**src/hdl/bpnt_pkg.sv**
```systemverilog
`timescale 1ns / 1ps
package bpnt_pkg;

  localparam int TABLE_ENTRIES = 16;
  localparam int IDX_W = (TABLE_ENTRIES > 1) ? $clog2(TABLE_ENTRIES) : 1;
  localparam int CNT_W = $clog2(TABLE_ENTRIES + 1);

  // Status codes of a result.
  localparam logic [1:0] ST_DONE    = 2'd0;
  localparam logic [1:0] ST_FULL    = 2'd1;
  localparam logic [1:0] ST_NOROUTE = 2'd2;
  localparam logic [1:0] ST_UNKNOWN = 2'd3;

  // Request modes.
  localparam logic [1:0] MODE_REPORT = 2'd0;
  localparam logic [1:0] MODE_LINK   = 2'd1;
  localparam logic [1:0] MODE_ROUTE  = 2'd2;

  // Configuration register indexes.
  localparam logic [7:0] CFG_LOSS_FACTOR = 8'd0;
  localparam logic [7:0] CFG_LIFETIME    = 8'd1;

  // ETX numerator is loss * (33-bit total) * 100, 48 bits wide.
  localparam int NUM_W     = 48;
  localparam int DIV_CNT_W = 6;
  localparam logic [DIV_CNT_W-1:0] DIV_STEPS = DIV_CNT_W'(NUM_W);

  // x / 100 for 16-bit x as (x * 83887) >> 23.
  localparam logic [16:0] RECIP_100 = 17'd83887;
  localparam int RECIP_SHIFT = 23;

  localparam logic [14:0] BACKLOG_LIMIT = 15'd25;
  localparam logic [6:0] SCALE_100 = 7'd100;

  typedef struct packed {
    logic       load_in;
    logic       idx_clr;
    logic       idx_inc;
    logic       upd_known;
    logic       append;
    logic       link_upd;
    logic       mul1;
    logic       mul2;
    logic       div_step;
    logic       eval;
    logic       set_res;
    logic [1:0] res_code;
    logic       route_res;
    logic       out_load;
  } dp_cmd_t;

  typedef struct packed {
    logic [1:0] mode;
    logic       idx_end;
    logic       match;
    logic       full;
    logic       life_zero;
    logic       div_done;
    logic       out_free;
  } dp_sts_t;

endpackage

```
**src/hdl/bpnt_ctrl.sv**
```systemverilog
`timescale 1ns / 1ps
module bpnt_ctrl (
  input  logic              clk,
  input  logic              rst,
  input  logic              s_tvalid,
  output logic              s_tready,
  input  logic [1:0]        s_tuser,
  input  bpnt_pkg::dp_sts_t sts,
  output bpnt_pkg::dp_cmd_t cmd
);
  import bpnt_pkg::*;

  localparam logic [3:0] S_IDLE   = 4'd0;
  localparam logic [3:0] S_FIND   = 4'd1;
  localparam logic [3:0] S_SCAN   = 4'd2;
  localparam logic [3:0] S_MUL2   = 4'd3;
  localparam logic [3:0] S_DIV    = 4'd4;
  localparam logic [3:0] S_EVAL   = 4'd5;
  localparam logic [3:0] S_RESULT = 4'd6;

  logic [3:0] state;
  logic [3:0] state_next;

  assign s_tready = (state == S_IDLE);

  always_ff @(posedge clk) begin
    if (rst) begin
      state <= S_IDLE;
    end else begin
      state <= state_next;
    end
  end

  always_comb begin
    cmd = '0;
    state_next = state;
    unique case (state)
      S_IDLE: begin
        if (s_tvalid) begin
          cmd.load_in = 1'b1;
          cmd.idx_clr = 1'b1;
          if (s_tuser == MODE_REPORT || s_tuser == MODE_LINK) begin
            state_next = S_FIND;
          end else if (s_tuser == MODE_ROUTE) begin
            state_next = S_SCAN;
          end else begin
            cmd.set_res = 1'b1;
            cmd.res_code = ST_DONE;
            state_next = S_RESULT;
          end
        end
      end
      S_FIND: begin
        if (sts.idx_end) begin
          cmd.set_res = 1'b1;
          state_next = S_RESULT;
          if (sts.mode == MODE_LINK) begin
            cmd.res_code = ST_UNKNOWN;
          end else if (sts.full) begin
            cmd.res_code = ST_FULL;
          end else begin
            cmd.res_code = ST_DONE;
            cmd.append = 1'b1;
          end
        end else if (sts.match) begin
          cmd.set_res = 1'b1;
          cmd.res_code = ST_DONE;
          cmd.upd_known = (sts.mode == MODE_REPORT);
          cmd.link_upd = (sts.mode == MODE_LINK);
          state_next = S_RESULT;
        end else begin
          cmd.idx_inc = 1'b1;
        end
      end
      S_SCAN: begin
        if (sts.idx_end) begin
          cmd.route_res = 1'b1;
          state_next = S_RESULT;
        end else if (sts.life_zero) begin
          cmd.idx_inc = 1'b1;
        end else begin
          cmd.mul1 = 1'b1;
          state_next = S_MUL2;
        end
      end
      S_MUL2: begin
        cmd.mul2 = 1'b1;
        state_next = S_DIV;
      end
      S_DIV: begin
        if (sts.div_done) begin
          state_next = S_EVAL;
        end else begin
          cmd.div_step = 1'b1;
        end
      end
      S_EVAL: begin
        cmd.eval = 1'b1;
        cmd.idx_inc = 1'b1;
        state_next = S_SCAN;
      end
      S_RESULT: begin
        if (sts.out_free) begin
          cmd.out_load = 1'b1;
          state_next = S_IDLE;
        end
      end
      default: begin
        state_next = S_IDLE;
      end
    endcase
  end

endmodule

```
**src/hdl/bpnt_dpath.sv**
```systemverilog
`timescale 1ns / 1ps
module bpnt_dpath (
  input  logic              clk,
  input  logic              rst,
  input  bpnt_pkg::dp_cmd_t cmd,
  output bpnt_pkg::dp_sts_t sts,
  input  logic [1:0]        s_tuser,
  input  logic [31:0]       s_tdata,
  input  logic              cfg_valid,
  input  logic [7:0]        cfg_index,
  input  logic [7:0]        cfg_data,
  output logic              m_tvalid,
  input  logic              m_tready,
  output logic [1:0]        m_tuser,
  output logic [31:0]       m_tdata
);
  import bpnt_pkg::*;

  logic [7:0] loss_factor;
  logic [7:0] lifetime_init;

  logic [1:0]  in_mode;
  logic [15:0] in_addr;
  logic [14:0] in_bl;
  logic        in_ok;

  logic [CNT_W-1:0] count;
  logic [CNT_W-1:0] idx;
  logic [IDX_W-1:0] ix;

  logic [15:0] e_addr [TABLE_ENTRIES];
  logic [14:0] e_bl   [TABLE_ENTRIES];
  logic [7:0]  e_life [TABLE_ENTRIES];
  logic        e_ok   [TABLE_ENTRIES];
  logic [31:0] c_ss   [TABLE_ENTRIES];
  logic [31:0] c_sf   [TABLE_ENTRIES];
  logic [31:0] c_fs   [TABLE_ENTRIES];
  logic [31:0] c_ff   [TABLE_ENTRIES];

  logic [40:0]          prod1;
  logic [NUM_W-1:0]     quo;
  logic [31:0]          rem;
  logic [DIV_CNT_W-1:0] div_cnt;

  logic signed [25:0] best;
  logic               found;
  logic [15:0]        pick_addr;
  logic [14:0]        pick_bl;

  logic [1:0]  res_status;
  logic [15:0] res_addr;
  logic [14:0] res_bl;

  logic [31:0]        s_sel;
  logic [32:0]        t_sel;
  logic [32:0]        rem_sh;
  logic [32:0]        rem_sub;
  logic [15:0]        etx;
  logic [32:0]        etx_prod;
  logic [9:0]         etx_d100;
  logic signed [16:0] diff;
  logic signed [25:0] weight;
  logic               skip;

  assign ix = idx[IDX_W-1:0];

  assign s_sel = e_ok[ix] ? c_ss[ix] : c_fs[ix];
  assign t_sel = e_ok[ix] ? ({1'b0, c_ss[ix]} + {1'b0, c_sf[ix]})
                          : ({1'b0, c_fs[ix]} + {1'b0, c_ff[ix]});

  assign rem_sh  = {rem, quo[NUM_W-1]};
  assign rem_sub = rem_sh - {1'b0, s_sel};

  assign etx      = (s_sel == 32'd0) ? 16'hFFFF : quo[15:0];
  assign etx_prod = {1'b0, etx} * {16'd0, RECIP_100};
  assign etx_d100 = etx_prod[RECIP_SHIFT +: 10];
  assign diff     = $signed({2'b00, in_bl}) - $signed({2'b00, e_bl[ix]});
  assign weight   = $signed(26'(diff) * 26'(SCALE_100)) - $signed({10'd0, etx});
  assign skip     = diff[16] || (diff < $signed({7'd0, etx_d100}))
                    || (e_bl[ix] >= BACKLOG_LIMIT);

  always_comb begin
    sts.mode      = in_mode;
    sts.idx_end   = (idx == count);
    sts.match     = (e_addr[ix] == in_addr);
    sts.full      = (count == CNT_W'(TABLE_ENTRIES));
    sts.life_zero = (e_life[ix] == 8'd0);
    sts.div_done  = (div_cnt == DIV_STEPS);
    sts.out_free  = !m_tvalid || m_tready;
  end

  always_ff @(posedge clk) begin
    if (rst) begin
      loss_factor <= 8'd1;
      lifetime_init <= 8'd5;
    end else if (cfg_valid) begin
      if (cfg_index == CFG_LOSS_FACTOR) begin
        loss_factor <= cfg_data;
      end else if (cfg_index == CFG_LIFETIME) begin
        lifetime_init <= cfg_data;
      end
    end
  end

  always_ff @(posedge clk) begin
    if (rst) begin
      count <= '0;
      idx <= '0;
      m_tvalid <= 1'b0;
    end else begin
      if (cmd.append) begin
        count <= count + 1'b1;
      end
      if (cmd.idx_clr) begin
        idx <= '0;
      end else if (cmd.idx_inc) begin
        idx <= idx + 1'b1;
      end
      if (cmd.out_load) begin
        m_tvalid <= 1'b1;
      end else if (m_tready) begin
        m_tvalid <= 1'b0;
      end
    end
  end

  always_ff @(posedge clk) begin
    if (cmd.load_in) begin
      in_mode <= s_tuser;
      in_addr <= s_tdata[15:0];
      in_bl   <= s_tdata[30:16];
      in_ok   <= s_tdata[31];
      best    <= -26'sd1;
      found   <= 1'b0;
    end
    if (cmd.upd_known) begin
      e_bl[ix]   <= in_bl;
      e_life[ix] <= lifetime_init;
    end
    if (cmd.append) begin
      e_addr[ix] <= in_addr;
      e_bl[ix]   <= in_bl;
      e_life[ix] <= lifetime_init;
      e_ok[ix]   <= 1'b1;
      c_ss[ix]   <= 32'd1;
      c_sf[ix]   <= 32'd0;
      c_fs[ix]   <= 32'd1;
      c_ff[ix]   <= 32'd0;
    end
    if (cmd.link_upd) begin
      e_ok[ix] <= in_ok;
      if (in_ok && e_ok[ix] && c_ss[ix] != '1) begin
        c_ss[ix] <= c_ss[ix] + 32'd1;
      end
      if (in_ok && !e_ok[ix] && c_fs[ix] != '1) begin
        c_fs[ix] <= c_fs[ix] + 32'd1;
      end
      if (!in_ok && e_ok[ix] && c_sf[ix] != '1) begin
        c_sf[ix] <= c_sf[ix] + 32'd1;
      end
      if (!in_ok && !e_ok[ix] && c_ff[ix] != '1) begin
        c_ff[ix] <= c_ff[ix] + 32'd1;
      end
    end
    if (cmd.mul1) begin
      prod1 <= {33'd0, loss_factor} * {8'd0, t_sel};
    end
    if (cmd.mul2) begin
      quo     <= {7'd0, prod1} * {41'd0, SCALE_100};
      rem     <= '0;
      div_cnt <= '0;
    end else if (cmd.div_step) begin
      div_cnt <= div_cnt + 1'b1;
      if (!rem_sub[32]) begin
        rem <= rem_sub[31:0];
        quo <= {quo[NUM_W-2:0], 1'b1};
      end else begin
        rem <= rem_sh[31:0];
        quo <= {quo[NUM_W-2:0], 1'b0};
      end
    end
    if (cmd.eval && !skip) begin
      e_life[ix] <= e_life[ix] - 8'd1;
      if (weight > best) begin
        best      <= weight;
        found     <= 1'b1;
        pick_addr <= e_addr[ix];
        pick_bl   <= e_bl[ix];
      end
    end
    if (cmd.set_res) begin
      res_status <= cmd.res_code;
      res_addr   <= '0;
      res_bl     <= '0;
    end else if (cmd.route_res) begin
      if (found && best > 26'sd0) begin
        res_status <= ST_DONE;
        res_addr   <= pick_addr;
        res_bl     <= pick_bl;
      end else begin
        res_status <= ST_NOROUTE;
        res_addr   <= '0;
        res_bl     <= '0;
      end
    end
    if (cmd.out_load) begin
      m_tuser <= res_status;
      m_tdata <= {1'b0, res_bl, res_addr};
    end
  end

endmodule

```
**src/hdl/backpressure_neighbor_table.sv**
```systemverilog
`timescale 1ns / 1ps
// Neighbor table for backpressure routing. Each request carries a mode in
// s_tuser: a neighbor report (mode 0) refreshes or appends a neighbor, a link
// outcome (mode 1) updates that neighbor's transition counters, and a route
// query (mode 2) picks the neighbor with the best positive weight. Every
// request gives exactly one result, with its status in m_tuser. Requests are
// handled one at a time: the input stays busy while a report or link outcome
// is accepted, while its address search visits the stored entries one by one
// (all of them when the address is new), and while its result is loaded. A
// route query visits every stored entry; each live entry passes through the
// multipliers and the bit-serial 48-bit ETX divider, and expired entries are
// passed over. A finished result sits in the output register so a new request
// can be taken while it waits; only when a second result is ready before the
// first has left does the block stall. Configuration writes are always
// accepted and should be made while no request is in flight.
module backpressure_neighbor_table (
  input  logic        clk,
  input  logic        rst,
  // Request: tdata = neighbor_address[15:0], backlog_value[30:16],
  // link_success[31]; tuser = mode[1:0].
  input  logic        s_tvalid,
  output logic        s_tready,
  input  logic [31:0] s_tdata,
  input  logic [1:0]  s_tuser,
  // Result: tdata = chosen_address[15:0], chosen_backlog[30:16], zero[31];
  // tuser = status[1:0].
  output logic        m_tvalid,
  input  logic        m_tready,
  output logic [31:0] m_tdata,
  output logic [1:0]  m_tuser,
  // Configuration writes: index 0 loss factor, index 1 max lifetime.
  input  logic        cfg_valid,
  output logic        cfg_ready,
  input  logic [7:0]  cfg_index,
  input  logic [7:0]  cfg_data
);
  import bpnt_pkg::*;

  dp_cmd_t cmd;
  dp_sts_t sts;

  assign cfg_ready = 1'b1;

  bpnt_ctrl u_ctrl (
    .clk      (clk),
    .rst      (rst),
    .s_tvalid (s_tvalid),
    .s_tready (s_tready),
    .s_tuser  (s_tuser),
    .sts      (sts),
    .cmd      (cmd)
  );

  bpnt_dpath u_dpath (
    .clk       (clk),
    .rst       (rst),
    .cmd       (cmd),
    .sts       (sts),
    .s_tuser   (s_tuser),
    .s_tdata   (s_tdata),
    .cfg_valid (cfg_valid),
    .cfg_index (cfg_index),
    .cfg_data  (cfg_data),
    .m_tvalid  (m_tvalid),
    .m_tready  (m_tready),
    .m_tuser   (m_tuser),
    .m_tdata   (m_tdata)
  );

endmodule

```
**config.mk**
```make
export PLATFORM = sky130hd
export DESIGN_NAME = backpressure_neighbor_table
export DESIGN_NICKNAME = d
export VERILOG_FILES = /design/src/hdl/bpnt_pkg.sv /design/src/hdl/bpnt_ctrl.sv /design/src/hdl/bpnt_dpath.sv /design/src/hdl/backpressure_neighbor_table.sv
export SDC_FILE = /design/constraint.sdc
export NUM_CORES = 2
export LEC_CHECK = 0
export BUFFER_PORTS_ARGS = -buffer_cell sky130_fd_sc_hd__buf_2
export CAP_MARGIN = 20
export CORE_ASPECT_RATIO = 1.25
export CORE_MARGIN = 10
export CORE_UTILIZATION = 55
export DETAILED_ROUTE_END_ITERATION = 8
export MAX_ROUTING_LAYER = met4
export PLACE_DENSITY_LB_ADDON = 0.05
export SLEW_MARGIN = 30
export SYNTH_ARGS = -nofsm -noshare
export SYNTH_HDL_FRONTEND = slang
export SYNTH_SLANG_ARGS = --single-unit
```
**constraint.sdc**
```tcl
create_clock -name clk -period 13.2 [get_ports clk]
set_input_delay 0 -clock clk [delete_from_list [all_inputs] [get_ports clk]]
set_output_delay 0 -clock clk [all_outputs]
set_load 0.02 [all_outputs]
```
==> results.md <==
- 1st-iter DRT viols: 7244
- Cell Pwr Density: 271.0 mW/mm^2
- Via density per instance: 6.164
- Buf/Inv on CP: 11
- Layout cells sized above 1: 0.1930
- Final hold violation count: 0
- Primary FF master, synth: edfxtp_1
- Root buf cell: clkbuf_16
- Crit-path leading delay family: compound AO/OA/AOI/OAI gates
- H-tree Lvls: 5
- Post-synthesis mux area share: 0.1292
- Final WL: 377200 um
- Drc violations: 0
- Area delta synth->final: 12.07%
- Critical Path RT: 13850 ps
- Clock Tree Buf Depth: 4
- Synth Area in Simple Gates: 0.05356
- Wire length of the first global-routing pass: 557000 um
- Setup TNS: 0 ps
- Headroom to the max-slew limit: 0.2668
- CTS clk-pin slew, worst paths: 60 ps
- Cts bufs inserted: 305
- Yosys reg bits: 3007
- Worst skew pair latency: 900 ps
- Leakage power: 51.00 nW
- CP Data Arrival Time: 13200 ps
- Remaining global-route overflow: 0
- Post-synth top area share: 0.6026
- Final GP Congestion: 0.9360
- Final period utilization: 0.9504
- Post-synthesis sequential area ratio: 0.6211
- Vias in the first global route: 83500
- Synthesis Warnings: 0
- Outcome: finished, final reports clean
- Placement Rows: 209
- GRT Total Usage: 0.2734
- Filler cells: 19110
- Crit-path max cell delay: 740 ps
- Clock period minus worst slack: 12550 ps
- Endpoints failing setup: 0
- Unique masters post-synth: 108
- Post-Syn Instances: 8847
- Largest net degree at the start of global routing: 119
- Worst clock skew: 68.34 ps
- Routed len/inst: 28.94 um
- Critical Path Fanout Max: 24
- CTS tree: done
- Compound-Gate Fraction of Synth Area: 0.04696
- Chip Width: 476.5 um
- Total power: 43.51 mW
- Maximum VDD drop: 1185 uV
- Area of the mapped netlist: 0.1433 mm^2
- HPWL Detailed: 240000 um
- Seq. cell area: 0.08899 mm^2
- DR vias: 80340
- Post-Synth XOR/XNOR Area: 0.02250
- Largest family of logic cells by synthesized area: multiplexers
- Final Util: 0.6189
- Die height: 590.6 um
- Detail Route Antenna Nets: 0
- Max-cap violations: 0
- IO Count: 92
- Initial antenna violation count: 16
- Syn Nets: 9781
- CORE AREA: 0.2594 mm^2
- Post-synth EDFFs: 2875
- Pre-CTS setup slack: 269.7 ps
- Worst setup slack after layout: 654.5 ps
- Slew of the pin with the lowest slew margin: 1095 ps
- CP Capture Type: register
- Max Slew Vio Count: 0
- Slowest-stage cell, CP: dfxtp_4
- Starting density of the core: 0.5523
- Crit Path Category: reg2reg
- Max Fclk: 0.07971 GHz
- DRT Pass-1 Iters: 5
- Die ar.: 0.2814 mm^2
- Clock Sinks: 3007
- Port Buffer Count: 89
- FFs w/ async S/R, synth: 0
- # nets final: 10230
- Fin Hold WS: 62.42 ps
- RSZ-0062 raised after global routing: no
- Adder-Cell Fraction of Synth Area: 0.09450
- Multi-input gate area in the final layout: 0.05078 mm^2
- Ranking of synthesized cells by area: edfxtp_1 (60%), mux4_2 (12%), ha_1 (4.7%), fa_1 (4.7%), dfxtp_1 (1.8%)
- Synth Area per Inst: 16.19 um^2
- Area leader, netlist: edfxtp_1
- Hold Crit Class: in2reg
- CP Launch Type: register
## timing repair
item                                    in CTS  in global routing
endpoints found under the setup margin       0                283
hold buffers                                99                  0
endpoints found under the hold margin       94                  0
resized for setup                            0                  1
setup buffers                                0                  3
## worst register-to-register path, delay by kind of cell (launching register included)
kind	cells	cell delay, ps
flops	1	740
buf+inv	11	1590
fa+ha+maj	8	3490
xor+xnor	1	150
simple gates	6	1020
mux	1	550
compound gates	20	4800
## layout by cell type, fill, tap and decap left out, types with 52 or more instances in the layout
cell type / instances
dfxtp_1: 125
fa_1: 337
and2_1: 110
nor2_1: 370
buf_4: 280
xor2_1: 140
xnor2_1: 227
dlygate4sd3_1: 99
edfxtp_1: 2875
nand3_1: 81
a21o_1: 108
clkinv_2: 53
inv_1: 655
buf_2: 90
ha_1: 542
nor2_2: 69
nand2_1: 530
mux4_2: 733
clkbuf_16: 312
o21ai_0: 200
a21oi_1: 225
nor3_1: 87
mux2i_1: 164
nor2b_1: 70
nand2b_1: 52
## cells by family after synthesis
family                   count (synthesis)
flip-flops                            3007
AND/OR/NAND/NOR                       1643
AO/OA/AOI/OAI                         1021
buffers and inverters                 1005
multiplexers                           921
adder cells (fa/ha/maj)                880
XOR/XNOR                               368
other                                    2
## layout make-up
cell class | count | share of cell area
Sequential cell | 3007 | 0.5543
Multi-Input combinational cell | 4835 | 0.3163
Clock buffer | 371 | 0.05051
Tap cell | 3481 | 0.02713
Timing Repair Buffer | 490 | 0.02460
Inverter | 661 | 0.01555
Clock inverter | 180 | 0.01147
Antenna cell | 9 | 0.0001403
## through the flow
step / cells / cell area, um^2
final: 13030 / 160600
after global routing: 13030 / 160500
after detailed placement: 12370 / 149400
after floorplan: 8847 / 143300
after CTS: 13020 / 160300
after global placement: 12370 / 149300
## flip-flops by register name (all words and copies together) (netlist names), 41 cells and up, named ones only
| register | flops |
|---|---|
| u_dpath.c_sf | 512 |
| u_dpath.quo | 48 |
| u_dpath.e_addr | 256 |
| u_dpath.c_ss | 512 |
| u_dpath.e_life | 128 |
| u_dpath.e_bl | 240 |
| u_dpath.c_ff | 512 |
| u_dpath.c_fs | 512 |
| u_dpath.prod1 | 41 |
## cell usage after synthesis (30+ instances only)
cell,instances
o21a_1,34
o21ai_0,201
a22o_1,49
a21o_1,108
mux4_2,733
and3_1,52
a31oi_1,38
a211oi_1,40
ha_1,542
nand3_1,81
mux2i_1,164
buf_1,30
or3_1,36
nand4_1,43
and2_1,111
buf_6,33
xnor2_1,228
buf_2,75
nand2_1,532
buf_4,52
inv_1,657
dfxtp_1,132
nor2_1,474
nor2b_1,70
clkbuf_1,132
fa_1,337
a21oi_1,277
xor2_1,140
nand2b_1,52
edfxtp_1,2875
nor3_1,89
## layer usage
metal	GRT usage	part of all wire	up-vias	wire, um
met3	0.04245	0.067	742	25330
met4	0.1023	0.043	0	16190
li1	-	-	34750	-
met2	0.4574	0.51	2849	191200
met5	-	0	-	0
met1	0.3393	0.38	42000	144500
## final timing paths
| kind | slack (ps) | depth (start not counted) | end | from |
|---|---|---|---|---|
| min | 60 | 4 | u_dpath.loss_factor[6] | cfg_data[6] |
| min reg2reg | 420 | 0 | u_dpath.m_tuser[1] | u_dpath.res_status[1] |
| max | 650 | 47 | u_dpath.e_life[2][4] | register |
| max reg2reg | 650 | 47 | u_dpath.e_life[2][4] | register |
## where the power goes
| group | total (mW) | internal [mW] | switching, mW | leakage [nW] |
|---|---|---|---|---|
| sequential | 11.1 | 10.8 | 0.272 | 23.4 |
| clock | 8.68 | 5.01 | 3.67 | 4.85 |
| combinational | 23.7 | 9.60 | 14.1 | 22.7 |
| total | 43.5 | 25.4 | 18.1 | 51.0 |
No activity file was read; power rests on OpenSTA's default activity.
